**src/sv/lottery_ticket_scheduler_top_macros.svh**
```systemverilog
// Assertion macros shared by the lottery ticket scheduler.
`ifndef LOTTERY_TICKET_SCHEDULER_TOP_MACROS_SVH
`define LOTTERY_TICKET_SCHEDULER_TOP_MACROS_SVH

// Same-cycle implication, disabled during reset.
`define LTS_ASSERT_NOW(label, ante, cons, msg) \
  label: assert property (@(posedge clk) disable iff (!rst_n) (ante) |-> (cons)) \
    else $error(msg);

// Next-cycle implication, disabled during reset.
`define LTS_ASSERT_NEXT(label, ante, cons, msg) \
  label: assert property (@(posedge clk) disable iff (!rst_n) (ante) |=> (cons)) \
    else $error(msg);

`endif

```
**src/sv/lts_pkg.sv**
```systemverilog
// Types, constants and codes for the lottery ticket scheduler.
package lts_pkg;

  localparam int MAX_TASKS   = 64;
  localparam int TICKET_BITS = 16;
  localparam int IDX_W       = $clog2(MAX_TASKS);
  localparam int CNT_W       = 7;
  localparam int ID_W        = 16;
  localparam int SUM_W       = 22;

  localparam logic [1:0] CMD_ADD    = 2'd0;
  localparam logic [1:0] CMD_REMOVE = 2'd1;
  localparam logic [1:0] CMD_DRAW   = 2'd2;

  localparam logic [1:0] STAT_OK        = 2'd0;
  localparam logic [1:0] STAT_FULL      = 2'd1;
  localparam logic [1:0] STAT_NOT_FOUND = 2'd2;
  localparam logic [1:0] STAT_RANGE     = 2'd3;

  typedef struct packed {
    logic [1:0]  command;
    logic [15:0] tickets;
    logic [15:0] task_id;
    logic [21:0] winning_ticket;
  } in_item_t;

  typedef struct packed {
    logic [15:0] result_id;
    logic [1:0]  status;
    logic [6:0]  task_count;
    logic [21:0] total_tickets;
  } out_item_t;

  typedef struct packed {
    logic [ID_W-1:0]        id;
    logic [TICKET_BITS-1:0] tk;
  } entry_t;

  // Command under work, latched at accept.
  typedef struct packed {
    logic [1:0]             cmd;
    logic [ID_W-1:0]        key;
    logic [TICKET_BITS-1:0] tk;
    logic [SUM_W-1:0]       win;
    logic [CNT_W-1:0]       count;
    logic                   add_ok;
    logic [ID_W-1:0]        new_id;
  } op_t;

  // Sweep outcome from the head unit.
  typedef struct packed {
    logic                   hit;
    logic                   found;
    logic [ID_W-1:0]        win_id;
    logic [TICKET_BITS-1:0] rm_tk;
  } head_res_t;

endpackage

```
**src/sv/lts_cell.sv**
```systemverilog
// One table slot of the rotating task chain.
module lts_cell (
  input  logic            clk,
  input  logic            shift_en,
  input  lts_pkg::entry_t nb_in,
  output lts_pkg::entry_t q
);

  lts_pkg::entry_t q_r;

  // Take the neighbor's entry on every rotation step
  always_ff @(posedge clk) begin
    if (shift_en) begin
      q_r <= nb_in;
    end
  end

  assign q = q_r;

endmodule

```
**src/sv/lts_head.sv**
```systemverilog
// Head unit: inspects the entry leaving the chain and decides what re-enters at the tail.
module lts_head (
  input  logic                    clk,
  input  logic                    rst_n,
  input  logic                    start,
  input  logic                    step_en,
  input  logic [lts_pkg::IDX_W-1:0] step,
  input  lts_pkg::op_t            op,
  input  lts_pkg::entry_t         head_e,
  input  lts_pkg::entry_t         next_e,
  output lts_pkg::entry_t         tail_e,
  output lts_pkg::head_res_t      res
);

  logic                              hit_r, hit_nxt;
  logic                              found_r, found_nxt;
  logic [lts_pkg::SUM_W-1:0]         acc_r, acc_nxt;
  logic [lts_pkg::ID_W-1:0]          win_id_r, win_id_nxt;
  logic [lts_pkg::TICKET_BITS-1:0]   rm_tk_r, rm_tk_nxt;
  logic                              live;
  logic                              match;
  logic                              hit_now;
  logic                              add_here;
  logic                              win_here;
  logic [lts_pkg::SUM_W-1:0]         sum_here;

  assign live     = (lts_pkg::CNT_W'(step) < op.count);
  assign match    = (op.cmd == lts_pkg::CMD_REMOVE) && live && !hit_r && (head_e.id == op.key);
  assign hit_now  = hit_r || match;
  assign add_here = (op.cmd == lts_pkg::CMD_ADD) && op.add_ok &&
                    (lts_pkg::CNT_W'(step) == op.count);
  assign sum_here = acc_r + lts_pkg::SUM_W'(head_e.tk);
  assign win_here = (op.cmd == lts_pkg::CMD_DRAW) && live && !found_r && (op.win < sum_here);

  // Append the new task, skip over the removed one, or pass the entry through
  always_comb begin
    if (add_here) begin
      tail_e.id = op.new_id;
      tail_e.tk = op.tk;
    end else if (hit_now) begin
      tail_e = next_e;
    end else begin
      tail_e = head_e;
    end
  end

  // Advance sweep state
  always_comb begin
    hit_nxt    = hit_now;
    found_nxt  = found_r || win_here;
    acc_nxt    = live ? sum_here : acc_r;
    win_id_nxt = win_here ? head_e.id : win_id_r;
    rm_tk_nxt  = match ? head_e.tk : rm_tk_r;
  end

  always_ff @(posedge clk) begin
    if (!rst_n || start) begin
      hit_r   <= 1'b0;
      found_r <= 1'b0;
      acc_r   <= '0;
    end else if (step_en) begin
      hit_r   <= hit_nxt;
      found_r <= found_nxt;
      acc_r   <= acc_nxt;
    end
  end

  always_ff @(posedge clk) begin
    if (step_en) begin
      win_id_r <= win_id_nxt;
      rm_tk_r  <= rm_tk_nxt;
    end
  end

  assign res.hit    = hit_r;
  assign res.found  = found_r;
  assign res.win_id = win_id_r;
  assign res.rm_tk  = rm_tk_r;

endmodule

```
**src/sv/lottery_ticket_scheduler_top.sv**
```systemverilog
// Lottery ticket scheduler: a table of up to MAX_TASKS tasks kept in a rotating chain of
// cells. Every item (add, remove, draw or no-op) rotates the whole chain once through the
// head unit, one cell per cycle: an item goes from accept through MAX_TASKS rotation steps
// to a finish step, which waits while a posted result is still stalled. Ticket ranges are
// implicit running sums formed during the rotation. The result register holds a finished
// item while the next one is taken and rotated.
`include "lottery_ticket_scheduler_top_macros.svh"

module lottery_ticket_scheduler_top (
  input  logic               clk,
  input  logic               rst_n,
  input  logic               in_valid,
  output logic               in_stall,
  input  lts_pkg::in_item_t  in_item,
  output logic               out_valid,
  input  logic               out_stall,
  output lts_pkg::out_item_t out_item
);

  localparam logic [1:0] ST_IDLE = 2'd0;
  localparam logic [1:0] ST_RUN  = 2'd1;
  localparam logic [1:0] ST_FIN  = 2'd2;

  logic [1:0]                    state_r, state_nxt;
  logic [lts_pkg::IDX_W-1:0]     step_r, step_nxt;
  logic [lts_pkg::CNT_W-1:0]     cnt_r, cnt_nxt;
  logic [lts_pkg::SUM_W-1:0]     sum_r, sum_nxt;
  logic [lts_pkg::ID_W-1:0]      id_r, id_nxt;
  lts_pkg::op_t                  op_r, op_nxt;
  logic                          out_valid_r, out_valid_nxt;
  lts_pkg::out_item_t            out_r, out_nxt;
  logic                          accept;
  logic                          step_en;
  logic                          fin_go;
  logic [lts_pkg::TICKET_BITS-1:0] in_tk;
  lts_pkg::entry_t               cell_q [lts_pkg::MAX_TASKS];
  lts_pkg::entry_t               tail_e;
  lts_pkg::head_res_t            hres;

  assign accept  = in_valid && !in_stall;
  assign step_en = (state_r == ST_RUN);
  assign fin_go  = (state_r == ST_FIN) && !(out_valid_r && out_stall);
  assign in_tk   = in_item.tickets[lts_pkg::TICKET_BITS-1:0];

  // Chain of cells, rotating toward cell zero
  for (genvar i = 0; i < lts_pkg::MAX_TASKS; i++) begin : g_cell
    if (i == lts_pkg::MAX_TASKS - 1) begin : g_tail
      lts_cell u_cell (.clk(clk), .shift_en(step_en), .nb_in(tail_e), .q(cell_q[i]));
    end else begin : g_mid
      lts_cell u_cell (.clk(clk), .shift_en(step_en), .nb_in(cell_q[i+1]), .q(cell_q[i]));
    end
  end

  lts_head u_head (
    .clk     (clk),
    .rst_n   (rst_n),
    .start   (accept),
    .step_en (step_en),
    .step    (step_r),
    .op      (op_r),
    .head_e  (cell_q[0]),
    .next_e  (cell_q[1]),
    .tail_e  (tail_e),
    .res     (hres)
  );

  // Sequence the item and finish its result
  always_comb begin
    state_nxt     = state_r;
    step_nxt      = step_r;
    cnt_nxt       = cnt_r;
    sum_nxt       = sum_r;
    id_nxt        = id_r;
    op_nxt        = op_r;
    out_valid_nxt = out_valid_r && out_stall;
    out_nxt       = out_r;
    case (state_r)
      ST_IDLE: begin
        if (accept) begin
          op_nxt.cmd    = in_item.command;
          op_nxt.key    = in_item.task_id;
          op_nxt.tk     = in_tk;
          op_nxt.win    = in_item.winning_ticket;
          op_nxt.count  = cnt_r;
          op_nxt.add_ok = (cnt_r < lts_pkg::CNT_W'(lts_pkg::MAX_TASKS)) && (in_tk != '0);
          op_nxt.new_id = id_r + 1'b1;
          step_nxt      = '0;
          state_nxt     = ST_RUN;
        end
      end
      ST_RUN: begin
        step_nxt = step_r + 1'b1;
        if (step_r == lts_pkg::IDX_W'(lts_pkg::MAX_TASKS - 1)) begin
          state_nxt = ST_FIN;
        end
      end
      ST_FIN: begin
        if (fin_go) begin
          out_nxt.result_id = '0;
          out_nxt.status    = lts_pkg::STAT_OK;
          case (op_r.cmd)
            lts_pkg::CMD_ADD: begin
              if (op_r.add_ok) begin
                out_nxt.result_id = op_r.new_id;
                cnt_nxt           = cnt_r + 1'b1;
                sum_nxt           = sum_r + lts_pkg::SUM_W'(op_r.tk);
                id_nxt            = op_r.new_id;
              end else if (cnt_r >= lts_pkg::CNT_W'(lts_pkg::MAX_TASKS)) begin
                out_nxt.status = lts_pkg::STAT_FULL;
              end else begin
                out_nxt.status = lts_pkg::STAT_RANGE;
              end
            end
            lts_pkg::CMD_REMOVE: begin
              if (hres.hit) begin
                cnt_nxt = cnt_r - 1'b1;
                sum_nxt = sum_r - lts_pkg::SUM_W'(hres.rm_tk);
              end else begin
                out_nxt.status = lts_pkg::STAT_NOT_FOUND;
              end
            end
            lts_pkg::CMD_DRAW: begin
              if (hres.found) begin
                out_nxt.result_id = hres.win_id;
              end else begin
                out_nxt.status = lts_pkg::STAT_RANGE;
              end
            end
            default: begin
              out_nxt.status = lts_pkg::STAT_OK;
            end
          endcase
          out_nxt.task_count    = cnt_nxt;
          out_nxt.total_tickets = sum_nxt;
          out_valid_nxt         = 1'b1;
          state_nxt             = ST_IDLE;
        end
      end
      default: begin
        state_nxt = ST_IDLE;
      end
    endcase
  end

  always_ff @(posedge clk) begin
    if (!rst_n) begin
      state_r     <= ST_IDLE;
      cnt_r       <= '0;
      sum_r       <= '0;
      id_r        <= '0;
      out_valid_r <= 1'b0;
    end else begin
      state_r     <= state_nxt;
      cnt_r       <= cnt_nxt;
      sum_r       <= sum_nxt;
      id_r        <= id_nxt;
      out_valid_r <= out_valid_nxt;
    end
  end

  always_ff @(posedge clk) begin
    step_r <= step_nxt;
    op_r   <= op_nxt;
    out_r  <= out_nxt;
  end

  assign in_stall  = (state_r != ST_IDLE);
  assign out_valid = out_valid_r;
  assign out_item  = out_r;

  `LTS_ASSERT_NEXT(a_accept_runs, accept, state_r == ST_RUN, "accepted item did not start rotation")
  `LTS_ASSERT_NOW(a_cnt_bound, 1'b1, cnt_r <= lts_pkg::CNT_W'(lts_pkg::MAX_TASKS), "task count overflow")
  `LTS_ASSERT_NOW(a_out_from_fin, $rose(out_valid_r), $past(state_r) == ST_FIN, "result outside finish")
  `LTS_ASSERT_NEXT(a_fin_idle, fin_go, state_r == ST_IDLE && out_valid_r, "finish did not post result")

endmodule

```
**config.mk**
```make
export PLATFORM = sky130hd
export DESIGN_NAME = lottery_ticket_scheduler_top
export DESIGN_NICKNAME = d
export VERILOG_FILES = /design/src/sv/lts_pkg.sv /design/src/sv/lts_cell.sv /design/src/sv/lts_head.sv /design/src/sv/lottery_ticket_scheduler_top.sv
export VERILOG_INCLUDE_DIRS = /design/src /design/src/sv
export SDC_FILE = /design/constraint.sdc
export NUM_CORES = 2
export LEC_CHECK = 0
export BUFFER_PORTS_ARGS = -buffer_cell sky130_fd_sc_hd__buf_2
export CAP_MARGIN = 20
export CORE_ASPECT_RATIO = 1.4
export CORE_MARGIN = 2
export CORE_UTILIZATION = 40
export CTS_CLUSTER_SIZE = 16
export DETAILED_ROUTE_END_ITERATION = 7
export PLACE_DENSITY = 0.65
export SLEW_MARGIN = 40
export SYNTH_ARGS = -nofsm -noshare
export SYNTH_HDL_FRONTEND = slang
export SYNTH_SLANG_ARGS = --single-unit
export TNS_END_PERCENT = 10
```
**constraint.sdc**
```tcl
create_clock -name clk -period 60.8 [get_ports clk]
set_clock_uncertainty 0.2 [all_clocks]
set_input_delay 3.04 -clock clk [delete_from_list [all_inputs] [get_ports clk]]
set_output_delay 3.04 -clock clk [all_outputs]
set_load 0.01 [all_outputs]
```
==> metrics.yaml <==
clock_network:
  clock_path_buffers: 3
  clk_pin_slew_ns: 0.07
  cts_made_buffers: 192
  cts_max_level: 4
  post_cts_buffers: 0
  hold_buffers: 0
  cts_tree: "done"
  post_cts_resized: 0
  clock-sinks: 2285
  clkLatencyLatePin_ns: 0.81
  cts-root-buf: "clkbuf_16"
logic_synthesis:
  synth-async-reset-ratio_pct: 0
  syn_nets: 3422
  yosysMostFrequentCell: "edfxtp_1"
  yosys_warnings: 0
  synth_top_flop_cell: "edfxtp_1"
  netlist_top_cells_area: "edfxtp_1, dfxtp_1, ha_1, a21oi_1, nor2_1"
  synth_area_um2: 74100
  synth_top_cell_area_share_pct: 89.6
  yosysTopAreaCell: "edfxtp_1"
  synth_edf_count: 2213
  synth_common_cells: "edfxtp_1, nor2_1, a21oi_1, nand2_1, ha_1"
  syn_inst: 3280
  yosysSeqAreaShare_pct: 91.6
  avgSynthCellArea_um2: 22.6
  synth_cell_type_count: 62
  ys_ff_latch: 2285
sta:
  hold_viol_final: 0
  finalCritPeriodShare_pct: 9.02
  rsz0062_at_grt: "no"
  relSlewSlack_pct: 46.1
  tns_ns: 0
  tightest_slew_ns: 0.800
  setup_viol: 0
  fmaxAchievable_mhz: 182
  period_needed_ns: 5.49
  final_max_slew_viol_count: 0
floorplanning:
  die_area_um2: 189000
  die_x_um: 368
  placementRows: 187
  core_area_um2: 185000
  io_pins: 109
  start_util_pct: 40.1
  die_height_um: 513
finish:
  syn_to_final_growth_pct: 14.2
  drive_gt1_share_pct: 12.5
  fillers: 15100
  nets: 3713
drt:
  wl_per_cell_um: 17.9
  antenna_left: 0
  num_vias: 29200
  viasPerCell: 4.71
  drt-total-wl_um: 111000
  drt_pass1_iterations: 5
  drt_iter0_markers: 2884
  drc: 0
pwr:
  leakage_nw: 28.3
  vdd_ir_drop_max_mv: 0.0289
  p_per_area_nw_per_um2: 37.5
  power_mw: 3.17
placed_design:
  portBuffers: 108
  hpwl_um: 61900
  gp_congestion: 0.867
run_status:
  status: "complete, no violations"
global_routing:
  grt_pass1_wl_um: 170000
  grt_max_degree: 182
  grt_usage_pct: 11.6
  grt_pass1_vias: 28600
  antenna_found_initial: 17
  grt.overflow.total: 0
worst_setup_path:
  end_kind: "flip-flop"
  slowest_stage: "buf_6"
  arrival_ns: 5.72
  slowest_delay_ns: 0.67
  start_kind: "flip-flop"
  critPathTopFamily: "buffers and inverters"
  worst-path-buf-inv: 7
  path_class: "reg2reg"
  crit_chain: "nand2b_1 > inv_8 > buf_6 > buf_12 > buf_16 > buf_6 > buf_6 > buf_6"
  worstPathMaxFanout: 113
  cp.required_ns: 61.03
  cp_common_cell: "buf_6"
hold_path:
  hold_class: "reg2reg"
job:
  drv_cap: 0
-- final cells by class --
type,count,area (um^2),share of cell area (%)
flip-flops and latches,2285,67900,80.2
multi-input cells,898,5920,6.99
clock buffers,233,5020,5.92
well taps,2457,3070,3.63
clock inverters,125,1530,1.81
repair buffers,145,1050,1.24
inverters,49,195,0.230
diodes,6,15.0,0.0177
-- registers in the layout, indices dropped and copies added (netlist names) --
name / count
g_cell.g_tail.u_cell.q: 32
op_r: 80
cnt_r: 7
out_item: 47
out_valid: 1
state_r: 2
sum_r: 22
u_head.found_r: 1
u_head.hit_r: 1
u_head.win_id_r: 16
u_head.acc_r: 22
step_r: 6
id_r: 16
g_cell.g_mid.u_cell.q: 2016
u_head.rm_tk_r: 16
-- cell families after synthesis --
logic type	count (synthesis)	share of synthesized area, %
DFF	2285	91.6
and+or+nand+nor	376	2.30
AOI/OAI and AO/OA	316	2.68
buffers and inverters	97	0.515
xor gates and xnor gates	90	1.06
adders and majority gates	82	1.41
muxes	34	0.461
-- metal layers --
metal	routed length [um]	GRT usage, %	up-vias
li1	-	-	13500
met1	52800	17.5	14800
met2	47700	16.2	642
met3	6840	3.01	236
met4	3520	4.41	18
met5	105	0	-
-- report_power, final --
part           internal, mW  switching, mW  total [mW]  leakage [nW]
Clock                 0.696          0.556        1.25          3.17
Combinational        0.0155         0.0542      0.0697          3.50
Sequential             1.83         0.0273        1.85          21.6
-- through the flow --
stage	instance area (um^2)	std cells	hold slack (ns)	util [%]	setup slack, ns
6_report	84700	6198	0.172	45.8	55.31
5_1_grt	84700	6193	0.170	45.8	54.90
4_1_cts	84600	6191	0.163	45.8	54.87
3_5_place_dp	78100	5833	0.205	42.2	54.83
3_3_place_gp	77900	5827	0.201	42.1	54.58
2_1_floorplan	74100	3280	0.200	-	12.04
-- worst paths after layout --
kind                                 startpoint                             to  slack (ns)  cells after the start
setup reg to reg                     state_r[1]   g_cell[55].g_mid.u_cell.q[5]       55.31                      8
hold / removal    g_cell[27].g_mid.u_cell.q[21]  g_cell[26].g_mid.u_cell.q[21]        0.17                      0
hold reg to reg   g_cell[27].g_mid.u_cell.q[21]  g_cell[26].g_mid.u_cell.q[21]        0.17                      0
setup / recovery                     state_r[1]   g_cell[55].g_mid.u_cell.q[5]       55.31                      8
-- layout by cell type (no fill, tap or decap), types with 7 or more instances in the layout --
| master | n |
|---|---|
| clkinv_1 | 29 |
| a21oi_1 | 129 |
| clkinv_16 | 11 |
| nor3_1 | 18 |
| mux2i_1 | 33 |
| a211oi_1 | 17 |
| buf_6 | 12 |
| xor2_1 | 36 |
| buf_2 | 108 |
| a22oi_1 | 20 |
| and3_1 | 12 |
| ha_1 | 79 |
| dfxtp_1 | 72 |
| nand2_1 | 100 |
| bufinv_16 | 23 |
| clkinvlp_4 | 10 |
| nand2b_1 | 9 |
| nand4_1 | 12 |
| or3_1 | 12 |
| buf_4 | 13 |
| clkbuf_1 | 35 |
| clkinv_2 | 43 |
| nor4_1 | 10 |
| o21a_1 | 13 |
| o21ai_0 | 44 |
| edfxtp_1 | 2213 |
| a221oi_1 | 7 |
| clkbuf_16 | 192 |
| nor2_1 | 130 |
| clkbuf_8 | 7 |
| xnor2_1 | 54 |
| inv_1 | 44 |
| a21o_1 | 22 |
| nand3_1 | 44 |
Note: power is estimated with default switching activity, not from simulation.
